<file path="config.mk">
export PLATFORM = sky130hd
export DESIGN_NAME = gregorian_date_difference_core
export DESIGN_NICKNAME = d
export VERILOG_FILES = /design/src/rtl/gdd_pkg.sv /design/src/rtl/gdd_date_unit.sv /design/src/rtl/gregorian_date_difference_core.sv
export SDC_FILE = /design/constraint.sdc
export NUM_CORES = 2
export LEC_CHECK = 0
export BUFFER_PORTS_ARGS = -buffer_cell sky130_fd_sc_hd__clkbuf_2
export CORE_ASPECT_RATIO = 0.75
export CORE_MARGIN = 1
export CORE_UTILIZATION = 48
export CTS_CLUSTER_DIAMETER = 120
export CTS_CLUSTER_SIZE = 12
export DETAILED_ROUTE_END_ITERATION = 12
export PLACE_DENSITY = 0.72
export SLEW_MARGIN = 20
export SYNTH_ARGS = -nofsm -noshare
export SYNTH_HDL_FRONTEND = slang
export SYNTH_HIERARCHICAL = 1
export SYNTH_SLANG_ARGS = --single-unit
</file>
<file path="constraint.sdc">
create_clock -name i_clk -period 42.5 [get_ports i_clk]
set_input_delay 0 -clock i_clk [delete_from_list [all_inputs] [get_ports i_clk]]
set_output_delay 0 -clock i_clk [all_outputs]
set_load 0.03 [all_outputs]
</file>
<file path="src/rtl/gdd_pkg.sv">
`timescale 1ns / 1ps

package gdd_pkg;

    localparam int DAY_W     = 6;
    localparam int MONTH_W   = 4;
    localparam int YEAR_W    = 14;
    localparam int DAYNUM_W  = 23;
    localparam int COUNT_W   = 22;
    localparam int MLEN_W    = 5;
    localparam int MBEFORE_W = 9;
    localparam int CENT_W    = 8;

    // floor(x / 100) as (x * DIV100_MUL) >> DIV100_SHIFT, exact for 14-bit x
    localparam int DIV100_MUL   = 5243;
    localparam int DIV100_SHIFT = 19;
    localparam int DIV100_PW    = YEAR_W + 13;

    localparam logic [MONTH_W-1:0] MONTH_JAN = 4'd1;
    localparam logic [MONTH_W-1:0] MONTH_FEB = 4'd2;
    localparam logic [MONTH_W-1:0] MONTH_DEC = 4'd12;

    localparam logic [COUNT_W-1:0] COUNT_MAX = {COUNT_W{1'b1}};

    typedef enum logic [1:0] {
        ORDER_FIRST  = 2'd0,
        ORDER_SECOND = 2'd1,
        ORDER_EQUAL  = 2'd2
    } t_order;

    function automatic logic [MBEFORE_W-1:0] days_before_month(input logic [MONTH_W-1:0] m);
        logic [MBEFORE_W-1:0] v;
        case (m)
            4'd1:    v = 9'd0;
            4'd2:    v = 9'd31;
            4'd3:    v = 9'd59;
            4'd4:    v = 9'd90;
            4'd5:    v = 9'd120;
            4'd6:    v = 9'd151;
            4'd7:    v = 9'd181;
            4'd8:    v = 9'd212;
            4'd9:    v = 9'd243;
            4'd10:   v = 9'd273;
            4'd11:   v = 9'd304;
            4'd12:   v = 9'd334;
            default: v = 9'd0;
        endcase
        return v;
    endfunction

    function automatic logic [MLEN_W-1:0] month_length(input logic [MONTH_W-1:0] m,
                                                       input logic leap);
        logic [MLEN_W-1:0] v;
        case (m)
            4'd2:    v = leap ? 5'd29 : 5'd28;
            4'd4:    v = 5'd30;
            4'd6:    v = 5'd30;
            4'd9:    v = 5'd30;
            4'd11:   v = 5'd30;
            default: v = 5'd31;
        endcase
        return v;
    endfunction

endpackage

</file>
<file path="src/rtl/gdd_date_unit.sv">
`timescale 1ns / 1ps

module gdd_date_unit #(
    parameter int MAX_YEAR = 9999
) (
    input  logic [gdd_pkg::DAY_W-1:0]    i_day,
    input  logic [gdd_pkg::MONTH_W-1:0]  i_month,
    input  logic [gdd_pkg::YEAR_W-1:0]   i_year,
    output logic                         o_valid,
    output logic [gdd_pkg::DAYNUM_W-1:0] o_day_num
);
    import gdd_pkg::*;

    logic [YEAR_W-1:0]      prev_year;
    logic [DIV100_PW-1:0]   prod_p;
    logic [DIV100_PW-1:0]   prod_y;
    logic [CENT_W-1:0]      cent_p;
    logic [CENT_W-1:0]      cent_y;
    logic                   century;
    logic                   leap;
    logic [MLEN_W-1:0]      mlen;
    logic [DAYNUM_W-1:0]    year_days;
    logic [DAYNUM_W-1:0]    year_part;

    assign prev_year = i_year - YEAR_W'(1);

    assign prod_p = DIV100_PW'(prev_year) * DIV100_PW'(DIV100_MUL);
    assign prod_y = DIV100_PW'(i_year) * DIV100_PW'(DIV100_MUL);
    assign cent_p = CENT_W'(prod_p >> DIV100_SHIFT);
    assign cent_y = CENT_W'(prod_y >> DIV100_SHIFT);

    // the year is a multiple of 100 exactly when floor(y/100) steps up from y-1
    assign century = (cent_y != cent_p);
    assign leap    = ((i_year[1:0] == 2'b00) && !century) || (century && (cent_y[1:0] == 2'b00));

    assign mlen = month_length(i_month, leap);

    assign o_valid = (i_month >= MONTH_JAN) && (i_month <= MONTH_DEC)
                  && (i_year != '0) && (i_year <= YEAR_W'(MAX_YEAR))
                  && (i_day != '0) && (DAY_W'(mlen) >= i_day);

    assign year_days = DAYNUM_W'(prev_year) * DAYNUM_W'(365);
    assign year_part = year_days + DAYNUM_W'(prev_year >> 2) - DAYNUM_W'(cent_p)
                     + DAYNUM_W'(cent_p >> 2);

    assign o_day_num = year_part + DAYNUM_W'(days_before_month(i_month))
                     + DAYNUM_W'((i_month > MONTH_FEB) && leap)
                     + DAYNUM_W'(i_day) - DAYNUM_W'(1);

endmodule

</file>
<file path="src/rtl/gregorian_date_difference_core.sv">
`timescale 1ns / 1ps

// channel   | handshake            | payload
// ----------+----------------------+---------------------------------------------------
// input     | start, busy          | i_day/month/year_first, i_day/month/year_second
// result    | o_done (strobe)      | o_first_valid, o_second_valid, o_order, o_day_count
//
// one date pair per cycle; busy is never raised
// a result strobes o_done once its start has passed the input register, then the result register
// the per-cycle figure is set by the day-number path (a 14x13 reciprocal multiply for the
// century count, then adds, the difference and the saturation compare)
// synchronous active-low reset clears only the valid flags of both registers
// the receiver cannot stall, so nothing is held back

module gregorian_date_difference_core #(
    parameter int MAX_YEAR = 9999
) (
    input  logic                         i_clk,
    input  logic                         i_rst_n,
    input  logic                         start,
    output logic                         busy,
    input  logic [gdd_pkg::DAY_W-1:0]    i_day_first,
    input  logic [gdd_pkg::MONTH_W-1:0]  i_month_first,
    input  logic [gdd_pkg::YEAR_W-1:0]   i_year_first,
    input  logic [gdd_pkg::DAY_W-1:0]    i_day_second,
    input  logic [gdd_pkg::MONTH_W-1:0]  i_month_second,
    input  logic [gdd_pkg::YEAR_W-1:0]   i_year_second,
    output logic                         o_done,
    output logic                         o_first_valid,
    output logic                         o_second_valid,
    output gdd_pkg::t_order              o_order,
    output logic [gdd_pkg::COUNT_W-1:0]  o_day_count
);
    import gdd_pkg::*;

    localparam int KEY_W = YEAR_W + MONTH_W + DAY_W;

    logic                 r_in_vld;
    logic [DAY_W-1:0]     r_day_a;
    logic [MONTH_W-1:0]   r_month_a;
    logic [YEAR_W-1:0]    r_year_a;
    logic [DAY_W-1:0]     r_day_b;
    logic [MONTH_W-1:0]   r_month_b;
    logic [YEAR_W-1:0]    r_year_b;

    logic                 r_done;
    logic                 r_first_valid;
    logic                 r_second_valid;
    t_order               r_order;
    logic [COUNT_W-1:0]   r_day_count;

    logic                 valid_a;
    logic                 valid_b;
    logic [DAYNUM_W-1:0]  num_a;
    logic [DAYNUM_W-1:0]  num_b;
    logic [KEY_W-1:0]     key_a;
    logic [KEY_W-1:0]     key_b;
    logic [DAYNUM_W-1:0]  diff;
    t_order               n_order;
    logic [COUNT_W-1:0]   n_day_count;

    assign busy = 1'b0;

    always_ff @(posedge i_clk) begin
        if (!i_rst_n) begin
            r_in_vld <= 1'b0;
            r_done   <= 1'b0;
        end else begin
            r_in_vld <= start;
            r_done   <= r_in_vld;
        end
    end

    always_ff @(posedge i_clk) begin
        if (start) begin
            r_day_a   <= i_day_first;
            r_month_a <= i_month_first;
            r_year_a  <= i_year_first;
            r_day_b   <= i_day_second;
            r_month_b <= i_month_second;
            r_year_b  <= i_year_second;
        end
        if (r_in_vld) begin
            r_first_valid  <= valid_a;
            r_second_valid <= valid_b;
            r_order        <= n_order;
            r_day_count    <= n_day_count;
        end
    end

    gdd_date_unit #(.MAX_YEAR(MAX_YEAR)) u_date_a (
        .i_day     (r_day_a),
        .i_month   (r_month_a),
        .i_year    (r_year_a),
        .o_valid   (valid_a),
        .o_day_num (num_a)
    );

    gdd_date_unit #(.MAX_YEAR(MAX_YEAR)) u_date_b (
        .i_day     (r_day_b),
        .i_month   (r_month_b),
        .i_year    (r_year_b),
        .o_valid   (valid_b),
        .o_day_num (num_b)
    );

    // ordering uses the raw fields whether or not the dates are real
    assign key_a = {r_year_a, r_month_a, r_day_a};
    assign key_b = {r_year_b, r_month_b, r_day_b};

    always_comb begin
        if (key_a < key_b) begin
            n_order = ORDER_FIRST;
        end else if (key_a > key_b) begin
            n_order = ORDER_SECOND;
        end else begin
            n_order = ORDER_EQUAL;
        end
    end

    assign diff = (num_a > num_b) ? (num_a - num_b) : (num_b - num_a);

    always_comb begin
        if (!(valid_a && valid_b)) begin
            n_day_count = '0;
        end else if (diff > DAYNUM_W'(COUNT_MAX)) begin
            n_day_count = COUNT_MAX;
        end else begin
            n_day_count = COUNT_W'(diff);
        end
    end

    assign o_done         = r_done;
    assign o_first_valid  = r_first_valid;
    assign o_second_valid = r_second_valid;
    assign o_order        = r_order;
    assign o_day_count    = r_day_count;

    a_done_follows_start: assert property (@(posedge i_clk) disable iff (!i_rst_n)
        o_done |-> $past(start, 2))
        else $error("result strobe without a transaction two cycles earlier");

    a_count_needs_valid: assert property (@(posedge i_clk) disable iff (!i_rst_n)
        o_done && !(o_first_valid && o_second_valid) |-> o_day_count == '0)
        else $error("nonzero day count with an invalid date");

    a_equal_zero_count: assert property (@(posedge i_clk) disable iff (!i_rst_n)
        o_done && o_order == ORDER_EQUAL |-> o_day_count == '0
            && o_first_valid == o_second_valid)
        else $error("equal dates give a nonzero count or differing validity");

    a_distinct_nonzero: assert property (@(posedge i_clk) disable iff (!i_rst_n)
        o_done && o_first_valid && o_second_valid && o_order != ORDER_EQUAL
            |-> o_day_count != '0)
        else $error("distinct valid dates give a zero day count");

endmodule
</file>
**Yosys cells after proc, flatten, opt, wreduce, memory -nomap -nowiden**

Memories as Yosys holds them, arrays and structs flattened. A register that Yosys moved wholly into a read port is not among the register bits.
Cells that the tools add are included.

- Reduce and logical (&&, ||, !) cells: 31
- Equal/unequal tests: 12
- Muxes and demuxes: 9
- Bitwise operators: 0
- Div/mod/pow operators: 0
- Magnitude comparators: 14
- Multiply operators: 6
- Add/subtract/negate cells: 18
- Shift operators: 0

Operators with widths:

| cell | number |
|---|---|
| 14-bit by 13-bit multiplier with 27-bit output (second input constant) | 4 |
| 23-bit by 6-bit adder with 23-bit output | 4 |
| 23-bit by 1-bit adder with 23-bit output | 2 |
| 23-bit by 12-bit adder with 23-bit output | 2 |
| 23-bit by 9-bit adder with 23-bit output | 2 |
| 14-bit by 9-bit multiplier with 23-bit output (second input constant) | 2 |
| 23-bit by 1-bit subtractor with 23-bit output (second input constant) | 2 |
| 23-bit subtractor | 2 |
| 23-bit by 8-bit subtractor with 23-bit output | 2 |
| 14-bit <= comparator (second input constant) | 2 |
| 14-bit nonzero test | 2 |
| 14-bit by 1-bit subtractor with 14-bit output (second input constant) | 2 |
| 24-bit > comparator | 1 |
| 24-bit less-than comparator | 1 |
| 23-bit by 22-bit > comparator with 1-bit output (second input constant) | 1 |
| 23-bit > comparator | 1 |
| 23-bit two-way mux | 1 |
| 22-bit two-way mux | 1 |
| 5-bit case mux with 2 select lines | 2 |
| 1-bit logical AND | 17 |
| 4-bit by 3-bit == test with 1-bit output (second input constant) | 4 |
| 4-bit == test (second input constant) | 4 |
| 8-bit != test | 2 |
| 5-bit by 6-bit >= comparator with 1-bit output | 2 |
| other kinds (12) | 25 |

- Flip-flop bits (word level): 76
- Memory bits (read-only): 288
- Word-level logic and storage cells: 104
- Memories kept: 2
- Input port bits: 51
- RAM bits: 0
- Latch bits: 0

Memory list:

| name | depth | width | read ports | clocked after Yosys merged registers in | write ports | RTL line | text |
|---|---|---|---|---|---|---|---|
| (no name shown) | 16 | 9 | 1 | 1 | 0 | gdd_pkg.sv:33 | `case (m)` |
| (no name shown) | 16 | 9 | 1 | 1 | 0 | gdd_pkg.sv:33 |  |

**Depth between registers and ports, before layout**

- Depth after elaboration: 14
- Depth in mapped cells: 62

**Cells and area by module**

Netlist, hierarchy kept.

By module, submodules not included:

| module | cells each | area an instance (µm²) | seq. area each (µm²) | instances |
|---|---|---|---|---|
| gdd_date_unit at u_date_a | 1330 | 12401.9 | 0.0 | 1 |
| gdd_date_unit at u_date_b | 1262 | 11886.4 | 0.0 | 1 |
| gregorian_date_difference_core | 536 | 5413.9 | 2262.2 | 1 |

**Worst setup path after synthesis**

Ideal clock, no wire load.

- Kind: register -> register
- Start: reg r_year_a[1]
- End: reg r_day_count[9], in the netlist o_day_count[9] (data pin)
- Buffers on the path: 1
- Arrival time: 13215 ps
- Library setup time: 270 ps
- Path slack: 29015 ps
- Clock period less this slack: 13485 ps
- Cell stages (with the launch flop): 57
- Required time: 42230 ps
- Cells stage by stage: edfxtp_1 > inv_1 > ha_1 > nand2_1 > a21boi_0 > nand3_1 > a21boi_0 > o21ai_0 > xnor2_1 > inv_1 > fa_1 > inv_1 > fa_1 > fa_1 > inv_1 > fa_1 > inv_1 > ha_1 > [21 not listed] > o21a_1 > o21ai_1 > a21oi_1 > or3_1 > a31o_2 > a21oi_1 > xnor2_1 > inv_1 > ha_1 > buf_2 > and4_1 > nand3_1 > or3_1 > o221ai_4 > mux2_2 > a31oi_1 > xor2_1 > a21oi_1

- Longest elaborated chain between the ends: 14
- Elaborated cells on any way between the ends: 35
- Those cells by class: add/sub (10); mul (3); order compare (4); eq/ne (1); mux (4); reduce/logical (13)

Ends and longest elaborated chain:

| element | RTL line | text |
|---|---|---|
| start: declaration | gregorian_date_difference_core.sv:41 | `logic [YEAR_W-1:0] r_year_a;` |
| start signal: assignment | gregorian_date_difference_core.sv:78 | `r_year_a <= i_year_first;` |
| parallel branches: the longest is 7 deep, another holds 14-bit by 9-bit multiplier with 23-bit output | n/a |  |
| 23-bit by 1-bit adder with 23-bit output * | gdd_date_unit.sv:47 | `+ DAYNUM_W'((i_month > MONTH_FEB) && leap)` |
| 23-bit by 6-bit adder with 23-bit output * | gdd_date_unit.sv:48 | `+ DAYNUM_W'(i_day) - DAYNUM_W'(1);` |
| 23-bit by 1-bit subtractor with 23-bit output * | gdd_date_unit.sv:48 |  |
| net num_a[17] | gregorian_date_difference_core.sv:54 | `logic [DAYNUM_W-1:0] num_a;` |
| 23-bit subtractor or 23-bit > comparator (tied branches) | gregorian_date_difference_core.sv:121 | `assign diff = (num_a > num_b) ? (num_a - num_b) : (num_b - num_a);` |
| 23-bit two-way mux * | gregorian_date_difference_core.sv:121 |  |
| 23-bit by 22-bit > comparator with 1-bit output | gregorian_date_difference_core.sv:126 | `end else if (diff > DAYNUM_W'(COUNT_MAX)) begin` |
| 22-bit two-way mux * | gregorian_date_difference_core.sv:126 |  |
| end signal: assignment | gregorian_date_difference_core.sv:87 | `r_day_count <= n_day_count;` |
| end: declaration | gregorian_date_difference_core.sv:50 | `logic [COUNT_W-1:0] r_day_count;` |

Mark *: on every way through the listed nets, which the timed path passes.
A chain may end at the register's enable or synchronous reset.

**Worst setup path after layout**

- Start: reg r_year_a[0]
- End: reg r_day_count[19], in the netlist o_day_count[19] (data pin)

Same word-level chain as after synthesis.

==> out/qor.csv <==
metric,value,unit
run_status,"finished, final reports clean",
wire_per_inst,18.0,microns
cp-end-kind,flip-flop,
multi_input_area,0.0240,sq mm
yosysMostFrequentCell,inv_1,
critPathLaunchType,flip-flop,
crit_fanout,22,
initial_utilization,48.9,%
syn_area,0.0297,sq mm
grt_max_degree,50,
path_buf_inv,12,
avgViaCountPerCell,5.32,
critPathRequiredTime,42580,ps
clockBufferDepth,2,
grt_pass1_wl,117000,microns
slowest_delay,750,ps
slew_violations,0,
tns,0,ps
placementRows,78,
slew_headroom,32.7,%
syn2layout_area_growth,7.39,%
drv_cap,0,
seq_area,0.00226,sq mm
synth_top_area_share,30.0,%
fin_crit,15740,ps
nets,4443,
die_height,217,microns
grt_overflow_total,0,
cp_data_arrival_time,15820,ps
syn-num-nets,4312,
cts_buffers,9,
routed_wl,73100,microns
n_fill_cell,5453,
drive_above_1_share,5.24,%
grt_pass1_vias,21500,
synth_commonest_cells,"871 x inv_1, 711 x ha_1, 422 x fa_1",
die_w,289,microns
cts.reportedPaths.clkPinSlew,70,ps
vias,21600,
synth_edf_count,74,
place_congestion,0.974,
finalSetupViolations,0,
synth.area.top_cells,"ha_1 30%, fa_1 28%, inv_1 11%",
synth.avg_cell_area,9.50,sq um
holdCritPathClass,input port to flip-flop,
clk-insertion-delay-late,390,ps
grtUsageTotal,23.9,%
drc_errors,0,
cp_slowest_cell,xnor2_1,
finalHoldViolations,0,
ys.warnings.count,6,
ant_nets,0,
synthArstFlopShare,0,%
ys_ff_latch,76,
root_buffer,clkbuf_16,
cts_tree,built,
ctsHtreeMaxLevel,3,
path_class,flip-flop to flip-flop,
drt_iter0_markers,1558,
rsz0062_at_grt,no,
fin_util,52.5,%
synthFlopType,edfxtp_1,
port_buffers,77,
dp_hpwl,63700,microns
ys_seq_area_share,7.62,%
tightest_slew,1000,ps
cts_sinks,76,
fmax,0.0635,GHz
antenna_found_initial,1,
synth_cell_types,98,
io_pins,79,
fin_skew,24.9,ps
critical_path.top_delay_family,adder cells,
dieArea,0.0629,sq mm
firstDrtPassIters,6,
synth_top_area_cell,ha_1,
core-area,0.0608,sq mm
min_period_over_period,37.0,%
postCtsSetupRepairBufs,0,
synth_cells,3128,
crit_top_cell,inv_1,
## kinds of logic after synthesis
group           share of synthesized area, %
fa+ha+maj                               58.4
buf+inv                                 11.6
compound gates                          10.4
simple gates                            6.72
xor+xnor                                4.44
flops                                   7.62
mux                                    0.796
other cells                           0.0126
## repair_timing
item | 4_1_cts | 5_1_grt
endpoints found under the hold margin | 50 | 0
gates resized for setup | 0 | 0
hold buffers | 49 | 0
## flip-flops by register name, indices dropped and copies added, names as in the netlist
register	cells
o_first_valid	1
r_year_b	14
r_in_vld	1
o_second_valid	1
o_day_count	22
r_day_a	6
r_year_a	14
r_month_a	4
r_day_b	6
r_month_b	4
o_order	2
o_done	1
## path summary, 6_finish.rpt
| check | startpoint | endpoint | slack, ps | cells after the start |
|---|---|---|---|---|
| max reg2reg | r_year_a[0] | o_day_count[19] | 26760 | 57 |
| max | r_year_a[0] | o_day_count[19] | 26760 | 57 |
| min reg2reg | r_in_vld | o_done | 490 | 1 |
| min | start | r_year_a[13] | 270 | 2 |
## layer usage
| layer | track usage (%) | vias to the layer above | wire, microns |
|---|---|---|---|
| li1 | - | 10400 | - |
| met5 | 0 | - | 12 |
| met1 | 36.6 | 10500 | 36100 |
| met4 | 3.09 | 2 | 700 |
| met3 | 7.23 | 54 | 7260 |
| met2 | 33.6 | 745 | 29100 |
## placed cells by master (no fill, tap or decap), drive strengths merged, types with 38 or more instances in the layout
cell,n
nand2,96
a21o,38
nand3,41
a21oi,162
o21ai,88
ha,711
dlygate4sd3,49
inv,875
xnor2,97
clkbuf,86
fa,422
nor2,86
edfxtp,74
## per-stage QoR
step           cells  cell area, sq um  hold slack [ps]  setup WS (ps)
6_report        4065             31900              268          26760
3_3_place_gp    3998             31100              176          26990
2_1_floorplan   3128             29700             98.9          29010
5_1_grt         4064             31900              273          25850
3_5_place_dp    3998             31100              179          26630
4_1_cts         4063             31900              247          26540
## layout make-up
class | count | area share, %
antenna | 1 | 0.00785
clock inverter | 7 | 0.212
timing repair buffer | 151 | 3.40
sequential | 76 | 7.09
inverter | 872 | 10.3
tap | 800 | 3.14
clock buffer | 9 | 0.706
multi-input combinational | 2149 | 75.2
Power is not shown: default switching activity piles up to over one toggle a cycle in this logic, so the estimate is an artifact.
